[src/sv/refraction_container_tracker_unit_defines.svh]
// Assertion macros used by the refraction container tracker top level.
`ifndef REFRACTION_CONTAINER_TRACKER_UNIT_DEFINES_SVH
`define REFRACTION_CONTAINER_TRACKER_UNIT_DEFINES_SVH

`ifndef ASSERT_OFF
// Check an implication on every clock edge outside reset.
`define RCTU_ASSERT(lbl, prop) \
  lbl: assert property (@(posedge clk) disable iff (!rst_n) prop) \
    else $error("rctu assertion failed");
// Check that a condition holds in the cycle after a trigger.
`define RCTU_ASSERT_NEXT(lbl, ante, cons) \
  lbl: assert property (@(posedge clk) disable iff (!rst_n) ante |=> cons) \
    else $error("rctu assertion failed");
`else
`define RCTU_ASSERT(lbl, prop)
`define RCTU_ASSERT_NEXT(lbl, ante, cons)
`endif

`endif

[src/sv/rctu_pkg.sv]
// Package with shared constants and controller/datapath types of the tracker.
`timescale 1ns / 1ps
package rctu_pkg;

  localparam int FIELD_W         = 16;
  localparam int ID_WIDE_W       = 32;
  localparam int MAX_NESTING_DEF = 16;
  localparam int ID_BITS_DEF     = 16;
  localparam logic [FIELD_W-1:0] OUTSIDE_RESET = 16'h1000;  // 1.0 in Q4.12

  typedef struct packed {
    logic toggle;    // remove or append the current object
    logic cap_n1;    // hold newest index before the toggle
    logic load_out;  // load the output register
    logic clear;     // empty the list
    logic ovf;       // overflow bit for the output register
  } cmd_t;

  typedef struct packed {
    logic dropped;   // current append would hit a full list
    logic empty;     // list holds no entries
  } stat_t;

endpackage

[src/sv/rctu_in_if.sv]
// Input channel interface: one ray intersection per transfer.
`timescale 1ns / 1ps
interface rctu_in_if;
  import rctu_pkg::*;
  logic               valid;
  logic               ready;
  logic [FIELD_W-1:0] object_id;
  logic [FIELD_W-1:0] refr_index;
  logic               is_hit;
  logic               last_item;

  modport source(output valid, object_id, refr_index, is_hit, last_item, input ready);
  modport sink(input valid, object_id, refr_index, is_hit, last_item, output ready);
endinterface

[src/sv/rctu_out_if.sv]
// Result channel interface: n1, n2 and overflow of one hit.
`timescale 1ns / 1ps
interface rctu_out_if;
  import rctu_pkg::*;
  logic               valid;
  logic               ready;
  logic [FIELD_W-1:0] n1_out;
  logic [FIELD_W-1:0] n2_out;
  logic               overflow;

  modport source(output valid, n1_out, n2_out, overflow, input ready);
  modport sink(input valid, n1_out, n2_out, overflow, output ready);
endinterface

[src/sv/rctu_ctrl.sv]
// Controller state machine of the tracker: ray phase, overflow flag, output valid.
`timescale 1ns / 1ps
module rctu_ctrl (
  input  logic           clk,
  input  logic           rst_n,
  input  logic           in_valid,
  input  logic           in_is_hit,
  input  logic           in_last_item,
  output logic           in_ready,
  input  logic           out_ready,
  output logic           out_valid,
  input  rctu_pkg::stat_t stat,
  output rctu_pkg::cmd_t  cmd
);
  import rctu_pkg::*;

  localparam logic [1:0] ST_SEEK = 2'd0;  // before the hit
  localparam logic [1:0] ST_FIN  = 2'd1;  // hit toggled, read n2 and emit
  localparam logic [1:0] ST_SKIP = 2'd2;  // after the hit, wait for last item

  logic [1:0] state_r, state_nxt;
  logic       last_pend_r, last_pend_nxt;
  logic       ovf_r, ovf_nxt;
  logic       out_valid_r, out_valid_nxt;
  logic       in_xfer;
  logic       out_free;

  assign in_ready  = (state_r != ST_FIN);
  assign in_xfer   = in_valid && in_ready;
  assign out_free  = !out_valid_r || out_ready;
  assign out_valid = out_valid_r;

  always_comb begin
    cmd           = '0;
    state_nxt     = state_r;
    last_pend_nxt = last_pend_r;
    ovf_nxt       = ovf_r;
    unique case (state_r)
      ST_SEEK: begin
        if (in_xfer) begin
          cmd.toggle = 1'b1;
          ovf_nxt    = ovf_r | stat.dropped;
          if (in_is_hit) begin
            cmd.cap_n1    = 1'b1;
            last_pend_nxt = in_last_item;
            state_nxt     = ST_FIN;
          end else if (in_last_item) begin
            cmd.clear = 1'b1;
            ovf_nxt   = 1'b0;
          end
        end
      end
      ST_FIN: begin
        if (out_free) begin
          cmd.load_out = 1'b1;
          cmd.ovf      = ovf_r;
          if (last_pend_r) begin
            cmd.clear = 1'b1;
            ovf_nxt   = 1'b0;
            state_nxt = ST_SEEK;
          end else begin
            state_nxt = ST_SKIP;
          end
        end
      end
      ST_SKIP: begin
        if (in_xfer && in_last_item) begin
          cmd.clear = 1'b1;
          ovf_nxt   = 1'b0;
          state_nxt = ST_SEEK;
        end
      end
      default: begin
        state_nxt = ST_SEEK;
      end
    endcase
  end

  assign out_valid_nxt = (out_valid_r && !out_ready) || cmd.load_out;

  always_ff @(posedge clk) begin
    if (!rst_n) begin
      state_r     <= ST_SEEK;
      last_pend_r <= 1'b0;
      ovf_r       <= 1'b0;
      out_valid_r <= 1'b0;
    end else begin
      state_r     <= state_nxt;
      last_pend_r <= last_pend_nxt;
      ovf_r       <= ovf_nxt;
      out_valid_r <= out_valid_nxt;
    end
  end

endmodule

[src/sv/rctu_dp.sv]
// Datapath of the tracker: container list, compare and compaction, output registers.
`timescale 1ns / 1ps
module rctu_dp #(
  parameter int MAX_NESTING = rctu_pkg::MAX_NESTING_DEF,
  parameter int ID_BITS     = rctu_pkg::ID_BITS_DEF
) (
  input  logic                         clk,
  input  logic                         rst_n,
  input  rctu_pkg::cmd_t               cmd,
  output rctu_pkg::stat_t              stat,
  input  logic [rctu_pkg::FIELD_W-1:0] in_object_id,
  input  logic [rctu_pkg::FIELD_W-1:0] in_refr_index,
  input  logic                         cfg_we,
  input  logic [rctu_pkg::FIELD_W-1:0] cfg_data,
  output logic [rctu_pkg::FIELD_W-1:0] n1_out,
  output logic [rctu_pkg::FIELD_W-1:0] n2_out,
  output logic                         overflow
);
  import rctu_pkg::*;

  localparam int CNT_W = $clog2(MAX_NESTING + 1);
  localparam int IDX_W = $clog2(MAX_NESTING);

  logic [ID_BITS-1:0] ids_r [MAX_NESTING];
  logic [FIELD_W-1:0] ind_r [MAX_NESTING];
  logic [CNT_W-1:0]   count_r;
  logic [FIELD_W-1:0] outside_r;
  logic [FIELD_W-1:0] n1_hold_r;
  logic [FIELD_W-1:0] out_n1_r;
  logic [FIELD_W-1:0] out_n2_r;
  logic               out_ovf_r;

  logic [ID_WIDE_W-1:0]   id_wide;
  logic [ID_BITS-1:0]     key;
  logic [MAX_NESTING-1:0] match;
  logic [MAX_NESTING-1:0] shift;
  logic                   found;
  logic                   full;
  logic                   push;
  logic [CNT_W-1:0]       cnt_m1;
  logic [FIELD_W-1:0]     newest;

  assign id_wide = ID_WIDE_W'(in_object_id);
  assign key     = id_wide[ID_BITS-1:0];

  // Compare the key against every live entry at once.
  always_comb begin
    for (int k = 0; k < MAX_NESTING; k++) begin
      match[k] = (CNT_W'(k) < count_r) && (ids_r[k] == key);
    end
  end

  // Entries at and above the match move down one place.
  always_comb begin
    logic seen;
    seen = 1'b0;
    for (int k = 0; k < MAX_NESTING; k++) begin
      seen     = seen | match[k];
      shift[k] = seen;
    end
  end

  assign found = |match;
  assign full  = (count_r == CNT_W'(MAX_NESTING));
  assign push  = !found && !full;

  assign stat.dropped = !found && full;
  assign stat.empty   = (count_r == '0);

  assign cnt_m1 = count_r - CNT_W'(1);
  assign newest = (count_r == '0) ? outside_r : ind_r[cnt_m1[IDX_W-1:0]];

  always_ff @(posedge clk) begin
    if (cmd.toggle) begin
      for (int k = 0; k < MAX_NESTING - 1; k++) begin
        if (shift[k]) begin
          ids_r[k] <= ids_r[k+1];
          ind_r[k] <= ind_r[k+1];
        end
      end
      if (push) begin
        ids_r[count_r[IDX_W-1:0]] <= key;
        ind_r[count_r[IDX_W-1:0]] <= in_refr_index;
      end
    end
  end

  always_ff @(posedge clk) begin
    if (!rst_n) begin
      count_r   <= '0;
      outside_r <= OUTSIDE_RESET;
    end else begin
      if (cfg_we) begin
        outside_r <= cfg_data;
      end
      if (cmd.clear) begin
        count_r <= '0;
      end else if (cmd.toggle) begin
        if (found) begin
          count_r <= count_r - CNT_W'(1);
        end else if (push) begin
          count_r <= count_r + CNT_W'(1);
        end
      end
    end
  end

  always_ff @(posedge clk) begin
    if (cmd.cap_n1) begin
      n1_hold_r <= newest;
    end
    if (cmd.load_out) begin
      out_n1_r  <= n1_hold_r;
      out_n2_r  <= newest;
      out_ovf_r <= cmd.ovf;
    end
  end

  assign n1_out   = out_n1_r;
  assign n2_out   = out_n2_r;
  assign overflow = out_ovf_r;

endmodule

[src/sv/refraction_container_tracker_unit.sv]
// Refraction container tracker: top level joining controller and datapath.
//
// Feed the sorted intersections of one ray, one transfer each, with the
// last one flagged by last_item. The block keeps an ordered list of the
// objects the ray is inside (up to MAX_NESTING, ids compared on their low
// ID_BITS bits) and toggles each object as it arrives: a present object is
// removed with order kept, an absent one is appended, and an append to a
// full list is dropped and remembered as overflow. On the hit item the
// block sends one result: n1 is the newest entry's index before the
// toggle, n2 the newest after it, outside_index standing in for an empty
// list. Items after the hit do nothing until the last item, which empties
// the list. Non-hit items are accepted back to back. On a hit item the
// seek state compares and compacts the list and captures n1; the finish
// state then reads n2 through the same newest-entry read mux and waits
// while the output register still holds a result not yet transferred.
// Write outside_index (reset 1.0, Q4.12) only while no ray is in flight.
`timescale 1ns / 1ps
`include "refraction_container_tracker_unit_defines.svh"
module refraction_container_tracker_unit #(
  parameter int MAX_NESTING = rctu_pkg::MAX_NESTING_DEF,
  parameter int ID_BITS     = rctu_pkg::ID_BITS_DEF
) (
  input  logic                         clk,
  input  logic                         rst_n,
  rctu_in_if.sink                      in_ch,
  rctu_out_if.source                   out_ch,
  input  logic                         cfg_we,
  input  logic [rctu_pkg::FIELD_W-1:0] cfg_data
);
  import rctu_pkg::*;

  cmd_t  cmd;
  stat_t stat;

  // Sequence each ray: seek the hit, finish the result, skip to the end.
  rctu_ctrl u_ctrl (
    .clk          (clk),
    .rst_n        (rst_n),
    .in_valid     (in_ch.valid),
    .in_is_hit    (in_ch.is_hit),
    .in_last_item (in_ch.last_item),
    .in_ready     (in_ch.ready),
    .out_ready    (out_ch.ready),
    .out_valid    (out_ch.valid),
    .stat         (stat),
    .cmd          (cmd)
  );

  // Hold the list and the result payload.
  rctu_dp #(
    .MAX_NESTING (MAX_NESTING),
    .ID_BITS     (ID_BITS)
  ) u_dp (
    .clk           (clk),
    .rst_n         (rst_n),
    .cmd           (cmd),
    .stat          (stat),
    .in_object_id  (in_ch.object_id),
    .in_refr_index (in_ch.refr_index),
    .cfg_we        (cfg_we),
    .cfg_data      (cfg_data),
    .n1_out        (out_ch.n1_out),
    .n2_out        (out_ch.n2_out),
    .overflow      (out_ch.overflow)
  );

  // Never overwrite a result that waits for its transfer.
  `RCTU_ASSERT(a_no_overwrite, cmd.load_out |-> (!out_ch.valid || out_ch.ready))
  // Results are loaded only in the finishing cycle, when input is held off.
  `RCTU_ASSERT(a_load_blocks_input, cmd.load_out |-> !in_ch.ready)
  // A clear leaves the list empty.
  `RCTU_ASSERT_NEXT(a_clear_empties, cmd.clear, stat.empty)
  // A captured n1 is always followed by a load before the next item.
  `RCTU_ASSERT_NEXT(a_hit_blocks_input, cmd.cap_n1, !in_ch.ready || cmd.load_out)

endmodule

[src/flat_wrapper.sv]
// flat-port wrapper written by rule: the top's interface ports become plain ports
module refraction_container_tracker_unit_flat import rctu_pkg::*;
#(
  parameter int MAX_NESTING = rctu_pkg::MAX_NESTING_DEF,
  parameter int ID_BITS     = rctu_pkg::ID_BITS_DEF
)
  (clk, rst_n, cfg_we, cfg_data, in_ch_valid, in_ch_object_id, in_ch_refr_index, in_ch_is_hit, in_ch_last_item, in_ch_ready, out_ch_valid, out_ch_n1_out, out_ch_n2_out, out_ch_overflow, out_ch_ready);
  rctu_in_if in_ch_i ();
  rctu_out_if out_ch_i ();
  input  logic clk;
  input  logic rst_n;
  input  logic cfg_we;
  input  logic [rctu_pkg::FIELD_W-1:0] cfg_data;
  input wire logic [$bits(in_ch_i.valid)-1:0] in_ch_valid;
  input wire logic [$bits(in_ch_i.object_id)-1:0] in_ch_object_id;
  input wire logic [$bits(in_ch_i.refr_index)-1:0] in_ch_refr_index;
  input wire logic [$bits(in_ch_i.is_hit)-1:0] in_ch_is_hit;
  input wire logic [$bits(in_ch_i.last_item)-1:0] in_ch_last_item;
  output wire logic [$bits(in_ch_i.ready)-1:0] in_ch_ready;
  output wire logic [$bits(out_ch_i.valid)-1:0] out_ch_valid;
  output wire logic [$bits(out_ch_i.n1_out)-1:0] out_ch_n1_out;
  output wire logic [$bits(out_ch_i.n2_out)-1:0] out_ch_n2_out;
  output wire logic [$bits(out_ch_i.overflow)-1:0] out_ch_overflow;
  input wire logic [$bits(out_ch_i.ready)-1:0] out_ch_ready;
  assign in_ch_i.valid = in_ch_valid;
  assign in_ch_i.object_id = in_ch_object_id;
  assign in_ch_i.refr_index = in_ch_refr_index;
  assign in_ch_i.is_hit = in_ch_is_hit;
  assign in_ch_i.last_item = in_ch_last_item;
  assign in_ch_ready = in_ch_i.ready;
  assign out_ch_valid = out_ch_i.valid;
  assign out_ch_n1_out = out_ch_i.n1_out;
  assign out_ch_n2_out = out_ch_i.n2_out;
  assign out_ch_overflow = out_ch_i.overflow;
  assign out_ch_i.ready = out_ch_ready;
  refraction_container_tracker_unit #(.MAX_NESTING(MAX_NESTING), .ID_BITS(ID_BITS)) u_core (.clk(clk), .rst_n(rst_n), .in_ch(in_ch_i), .out_ch(out_ch_i), .cfg_we(cfg_we), .cfg_data(cfg_data));
endmodule
[config.mk]
export PLATFORM = sky130hd
export DESIGN_NAME = refraction_container_tracker_unit_flat
export DESIGN_NICKNAME = d
export VERILOG_FILES = /design/src/sv/rctu_pkg.sv /design/src/sv/rctu_in_if.sv /design/src/sv/rctu_out_if.sv /design/src/sv/rctu_ctrl.sv /design/src/sv/rctu_dp.sv /design/src/sv/refraction_container_tracker_unit.sv /design/src/flat_wrapper.sv
export VERILOG_INCLUDE_DIRS = /design/src /design/src/sv
export SDC_FILE = /design/constraint.sdc
export NUM_CORES = 1
export LEC_CHECK = 0
export ABC_AREA = 0
export BUFFER_PORTS_ARGS = -buffer_cell sky130_fd_sc_hd__buf_2
export CORE_ASPECT_RATIO = 0.8
export CORE_UTILIZATION = 60
export CTS_BUF_LIST = sky130_fd_sc_hd__clkbuf_16
export CTS_CLUSTER_DIAMETER = 40
export CTS_CLUSTER_SIZE = 16
export DETAILED_ROUTE_END_ITERATION = 8
export HOLD_SLACK_MARGIN = 0.1
export PLACE_DENSITY = 0.85
export SLEW_MARGIN = 0
export SYNTH_ARGS = -nofsm -noshare
export SYNTH_HDL_FRONTEND = slang
export SYNTH_HIERARCHICAL = 1
export SYNTH_SLANG_ARGS = --single-unit
[constraint.sdc]
create_clock -name clk -period 7.8 [get_ports clk]
set_input_delay 0.78 -clock clk [delete_from_list [all_inputs] [get_ports clk]]
set_output_delay 0.78 -clock clk [all_outputs]
set_load 0.02 [all_outputs]
=== Word-level counts from Yosys, hierarchy flattened ===
Memories as Yosys holds them, arrays and structs flattened.
Index checks and enable logic that the tools add are counted.

* Bits in registers: 75
* Bits in latches: 0
* Bits in writable memories: 512
* ROM bits: 0
* Bits of input ports: 55
* Output and inout port bits: 35
* Word-level logic and storage cells: 192
* Memories kept: 2

* Add/subtract/negate cells: 2
* Multipliers: 0
* Divide/modulo/power cells: 0
* $lt $le $gt $ge: 16
* Eq/ne operators: 25
* Shifts and indexed selects: 0
* Muxes and demuxes: 81
* Bitwise operators: 16
* Reduce and logical (&&, ||, !) cells: 40

{| class="wikitable"
|+ Memory list
! name !! depth !! width !! read ports !! clocked after memory_dff !! write ports !! line !! source
|-
| u_core.u_dp.ids_r || 16 || 16 || 16 || 0 || 15 || rctu_dp.sv:24 || <nowiki>logic [ID_BITS-1:0] ids_r [MAX_NESTING];</nowiki>
|-
| u_core.u_dp.ind_r || 16 || 16 || 16 || 0 || 15 || rctu_dp.sv:25 || <nowiki>logic [FIELD_W-1:0] ind_r [MAX_NESTING];</nowiki>
|}

{| class="wikitable"
|+ Operator list
! operator !! number
|-
| equality test 16 bit || 16
|-
| two-way mux 1 bit || 63
|-
| two-way mux 16 bit || 3
|-
| OR reduction 16 bit || 3
|-
| < comparator 4 x 5 -> 1 bit, first input constant || 8
|-
| logical AND 1 bit || 21
|-
| < comparator 3 x 5 -> 1 bit, first input constant || 4
|-
| bitwise OR 1 bit || 15
|-
| two-way mux 2 bit || 7
|-
| < comparator 1 x 5 -> 1 bit, first input constant || 2
|-
| < comparator 2 x 5 -> 1 bit, first input constant || 2
|-
| two-way mux 5 bit || 2
|-
| inequality test 2 bit, second input constant || 5
|-
| two-way mux 4 bit || 2
|-
| one-hot mux 1 bit (3 select lines) || 2
|-
| one-hot mux 2 bit (3 select lines) || 1
|-
| adder 5 x 1 -> 5 bit, second input constant || 1
|-
| equality test 5 bit, second input constant || 1
|-
| logical NOT 5 bit || 1
|-
| AND reduction 5 bit || 1
|-
| subtractor 5 x 1 -> 5 bit, second input constant || 1
|-
| logical NOT 1 bit || 4
|-
| AND reduction 2 bit || 2
|-
| AND reduction 4 bit || 1
|-
| 11 further kinds || 12
|}

=== Depth between registers and ports, before layout ===
An unclocked memory read counts as a cell.

* Depth after elaboration: 20
* Depth in mapped cells: 14
* Mapped depth without buffers: 10

=== Hierarchy ===
The synthesis kept the hierarchy.

{| class="wikitable"
|+ Modules (own cells, without submodules)
! module !! times used !! cells each !! area an instance (um2) !! sequential area each (um2)
|-
| rctu_dp || 1 || 2,040 || 30,568.1 || 17,266.6
|-
| rctu_ctrl || 1 || 48 || 385.4 || 100.1
|}

=== Worst setup path after synthesis ===
No wires, ideal clock.

* Path type: input-to-reg
* From: input in_ch_object_id[3]
* To: memory u_core/u_dp/ids_r[12][0] (netlist bit), enable pin
* Library setup time: 0.466 ns
* Arrival: 4.696 ns
* Required time: 7.334 ns
* Path slack: 2.638 ns
* Stages: 10
* Buffers on the path: 3
* Cells stage by stage: buf_2 > buf_4 > buf_2 > xor2_1 > nor4_1 > nand3_1 > nor4_1 > nor4_1 > nand4_1 > o21ai_0

{| class="wikitable"
|+ RTL lines
! what !! line !! source
|-
| start, declared || flat_wrapper.sv:15 || <nowiki>input wire logic [$bits(in_ch_i.object_id)-1:0] in_ch_object_id;</nowiki>
|-
| end, declared || rctu_dp.sv:24 ||
|}

==> results.cfg <==
[run_status]
status = finished, final reports clean

[synthesis]
synth_ff_type = edfxtp_1
synth_top_area_share_pct = 54.4
ys_seq_area_share_pct = 56.1
synth_fp_nets = 2152
netlist_area_um2 = 31000
synth_xor_area_share_pct = 7.33
syn_inst = 2088
yosys.area_share.simple_pct = 6.96
ys_types = 74
muxShareOfSynthArea_pct = 24.0
async_flop_share_pct = 0
synth-compound-area-share_pct = 1.85
avgSynthCellArea_um2 = 14.8
yosys.area.top_type = edfxtp_1
synth_top_family_by_area = multiplexers
yosys_warnings = 6
synth_edf_count = 561
yosys-top-cells-area = edfxtp_1 (54%), mux2_2 (17%), mux4_2 (4.7%)
yosys.area_share.adder_pct = 0.364
yosys_register_bits = 587

[finish]
final_cell_mix = edfxtp_1 (561), mux2_2 (471), xnor2_1 (142)
diodes = 0
final_core_utilization_pct = 66.9
layout_commonest_cell = edfxtp_1
syn_to_final_growth_pct = 10.2
drive_above_1_share_pct = 37.3
layout.nets = 2182
nFillCells = 3473

[clock_network]
cts-root-buf = clkbuf_16
clockBufferDepth = 3
cts_buffers = 75
clkLatencyLatePin_ps = 610
cts_resized = 0
post-cts-setup-buffers = 0
h-tree-depth = 3
cts_tree = done
clock_sinks = 587
cts_hold_buffers = 0
path_clk_slew_ps = 60

[power_and_ir_drop]
leakage_uw = 0.0111
vdd_drop_max_uv = 181
powerDensity_nw_per_um2 = 231

[worst_setup_path]
crit_buf_inv = 3
critPathSlowestCell = a21o_1
crit_family = simple AND/OR/NAND/NOR gates
crit_top_cell = buf_4
critPathLaunchType = flop
crit_fanout = 33
critPathMaxStageDelay_ps = 940
arrival_ps = 5790
critPathRequiredTime_ps = 8110
endpoint_kind = flop
worst-r2r-setup-slack_ps = 2330
worst-setup-path-type = flop to flop
path_cells = nand2b_1, nor3b_2, a2111oi_0, a22o_1, or4_4, or3_1, buf_4, nor3_4, buf_4, a21o_1, buf_4

[timing]
hold_ws_ps = 406
setup_tns_ps = 0
min_period_over_period_pct = 70.2
drv_slew = 0
clock.fmax_mhz = 183
fin_skew_ps = 33.4
setup_viol_count_final = 0
worst_slew_pin_slew_ps = 1190
max-slew-margin-rel_pct = 20.2
layout_min_cycle_time_ps = 5470
rsz0062_at_grt = no
final_hold_viol_count = 0

[floorplanning]
ios = 90
die_h_um = 205
die_width_um = 256
rows = 74
start_util_pct = 60.7
die-area_um2 = 52500
core_um2 = 51000

[global_route]
grt_overflow_total = 0
grt_max_degree = 67
met3_usage_pct = 7.42
grt_use_met2_pct = 42.5
grt_pass1_vias = 18384
track_usage_pct = 28.6
grt_pass1_wl_mm = 114
grt_util_met1_pct = 41.8
antenna_found_initial = 3
gr-max-usage-layer = met2

[routing]
wirelength_mm = 75.4
first_pass_iters = 6
viasPerCell = 6.48
final_antenna_net_count = 0
wl_per_cell_um = 26.3
dr.first_iter.drc_count = 2071
drc = 0
via_count = 18538

[placed_design]
hpwlAfterDp_mm = 47.9
portBuffers = 89
gp_congestion = 0.947

[run]
maxCapViolCount = 0

[hold_path]
hp-class = input port to flop
metrics by stage:
step                total power (uW)  std cells  setup slack, ps  cell area, um^2
detailed placement              4480       2725             1970            31600
finish                          7880       2861             2330            34100
floorplan                       4220       2088             2640            31000
CTS                             7900       2861             2390            34100
global route                    8090       2861             2110            34100
global placement                4460       2725             2000            31600
report_power, final:
part | switching (uW) | internal (uW)
clock | 1410 | 2040
combinational | 530 | 334
sequential | 49.2 | 3520
total | 1980 | 5900
layer usage:
metal | wire length, um | share of wire [%]
met1 | 33200 | 44
met2 | 32900 | 44
met3 | 7400 | 9.8
met4 | 1800 | 2.4
met5 | 29 | 0.038
layout make-up:
| type | count | area, um^2 | share of cell area, % |
|---|---|---|---|
| sequential | 587 | 17400 | 50.9 |
| multi-input combinational | 1321 | 12700 | 37.2 |
| clock buffer | 76 | 1900 | 5.57 |
| tap | 684 | 856 | 2.51 |
| timing repair buffer | 119 | 671 | 1.97 |
| clock inverter | 60 | 587 | 1.72 |
| inverter | 14 | 52.6 | 0.154 |
Yosys cell counts (5+ instances only):
library cell,instances
xnor2_1,143
nor3_1,19
nor2b_1,18
or3_1,7
buf_6,31
or4_1,6
nand2_1,63
and2_1,5
a21oi_1,22
buf_1,10
nor2_1,44
buf_2,38
nor3_2,6
nor3_4,6
mux4_2,64
nand2b_1,15
mux2_2,471
and4_1,5
nor4b_1,6
mux2i_1,40
xor2_1,116
o21ai_0,25
nand3_1,27
nor4_1,50
ha_1,9
nand4_1,51
nand3b_1,5
mux2_1,25
buf_4,23
dfxtp_1,26
o22ai_1,7
inv_1,13
clkbuf_1,63
edfxtp_1,561
flip-flops by register name, summed over array words and instances, names as in the netlist:
register                   cells
u_core/u_ctrl/ovf_r            1
u_core/u_ctrl/state_r          2
u_core/u_dp/ids_r            256
u_core/u_dp/n1_hold_r         16
u_core/u_dp/n2_out            16
u_core/u_ctrl/last_pend_r      1
u_core/u_dp/outside_r         16
u_core/u_ctrl/out_valid        1
u_core/u_dp/ind_r            256
u_core/u_dp/overflow           1
u_core/u_dp/n1_out            16
u_core/u_dp/count_r            5
tightest hold or removal path: stages:
cell	delay, ps
buf_2	80
mux2i_1	60
nand2_1	60
worst paths after layout:
check | startpoint | end | cells after the start
hold / removal | cfg_data[12] | u_core/u_dp/outside_r[12]$_SDFFE_PN1P_ | 3
setup reg to reg | u_core/u_dp/count_r[3]$_SDFFE_PP0P_ | u_core/u_dp/ind_r[1][6]$_DFFE_PP_ | 11
hold reg to reg | u_core/u_dp/n1_hold_r[6]$_DFFE_PP_ | u_core/u_dp/n1_out[6]$_DFFE_PP_ | 0
setup / recovery | u_core/u_dp/count_r[3]$_SDFFE_PP0P_ | u_core/u_dp/ind_r[1][6]$_DFFE_PP_ | 11
kinds of logic (layout without fill, tap and decap cells):
logic type | count (synthesis) | after routing
compound gates | 88 | 88
xor+xnor | 259 | 259
fa+ha+maj | 9 | 9
buf+inv | 180 | 269
flops | 587 | 587
mux | 600 | 600
simple gates | 365 | 365
No activity file was read; power rests on OpenSTA's default activity.
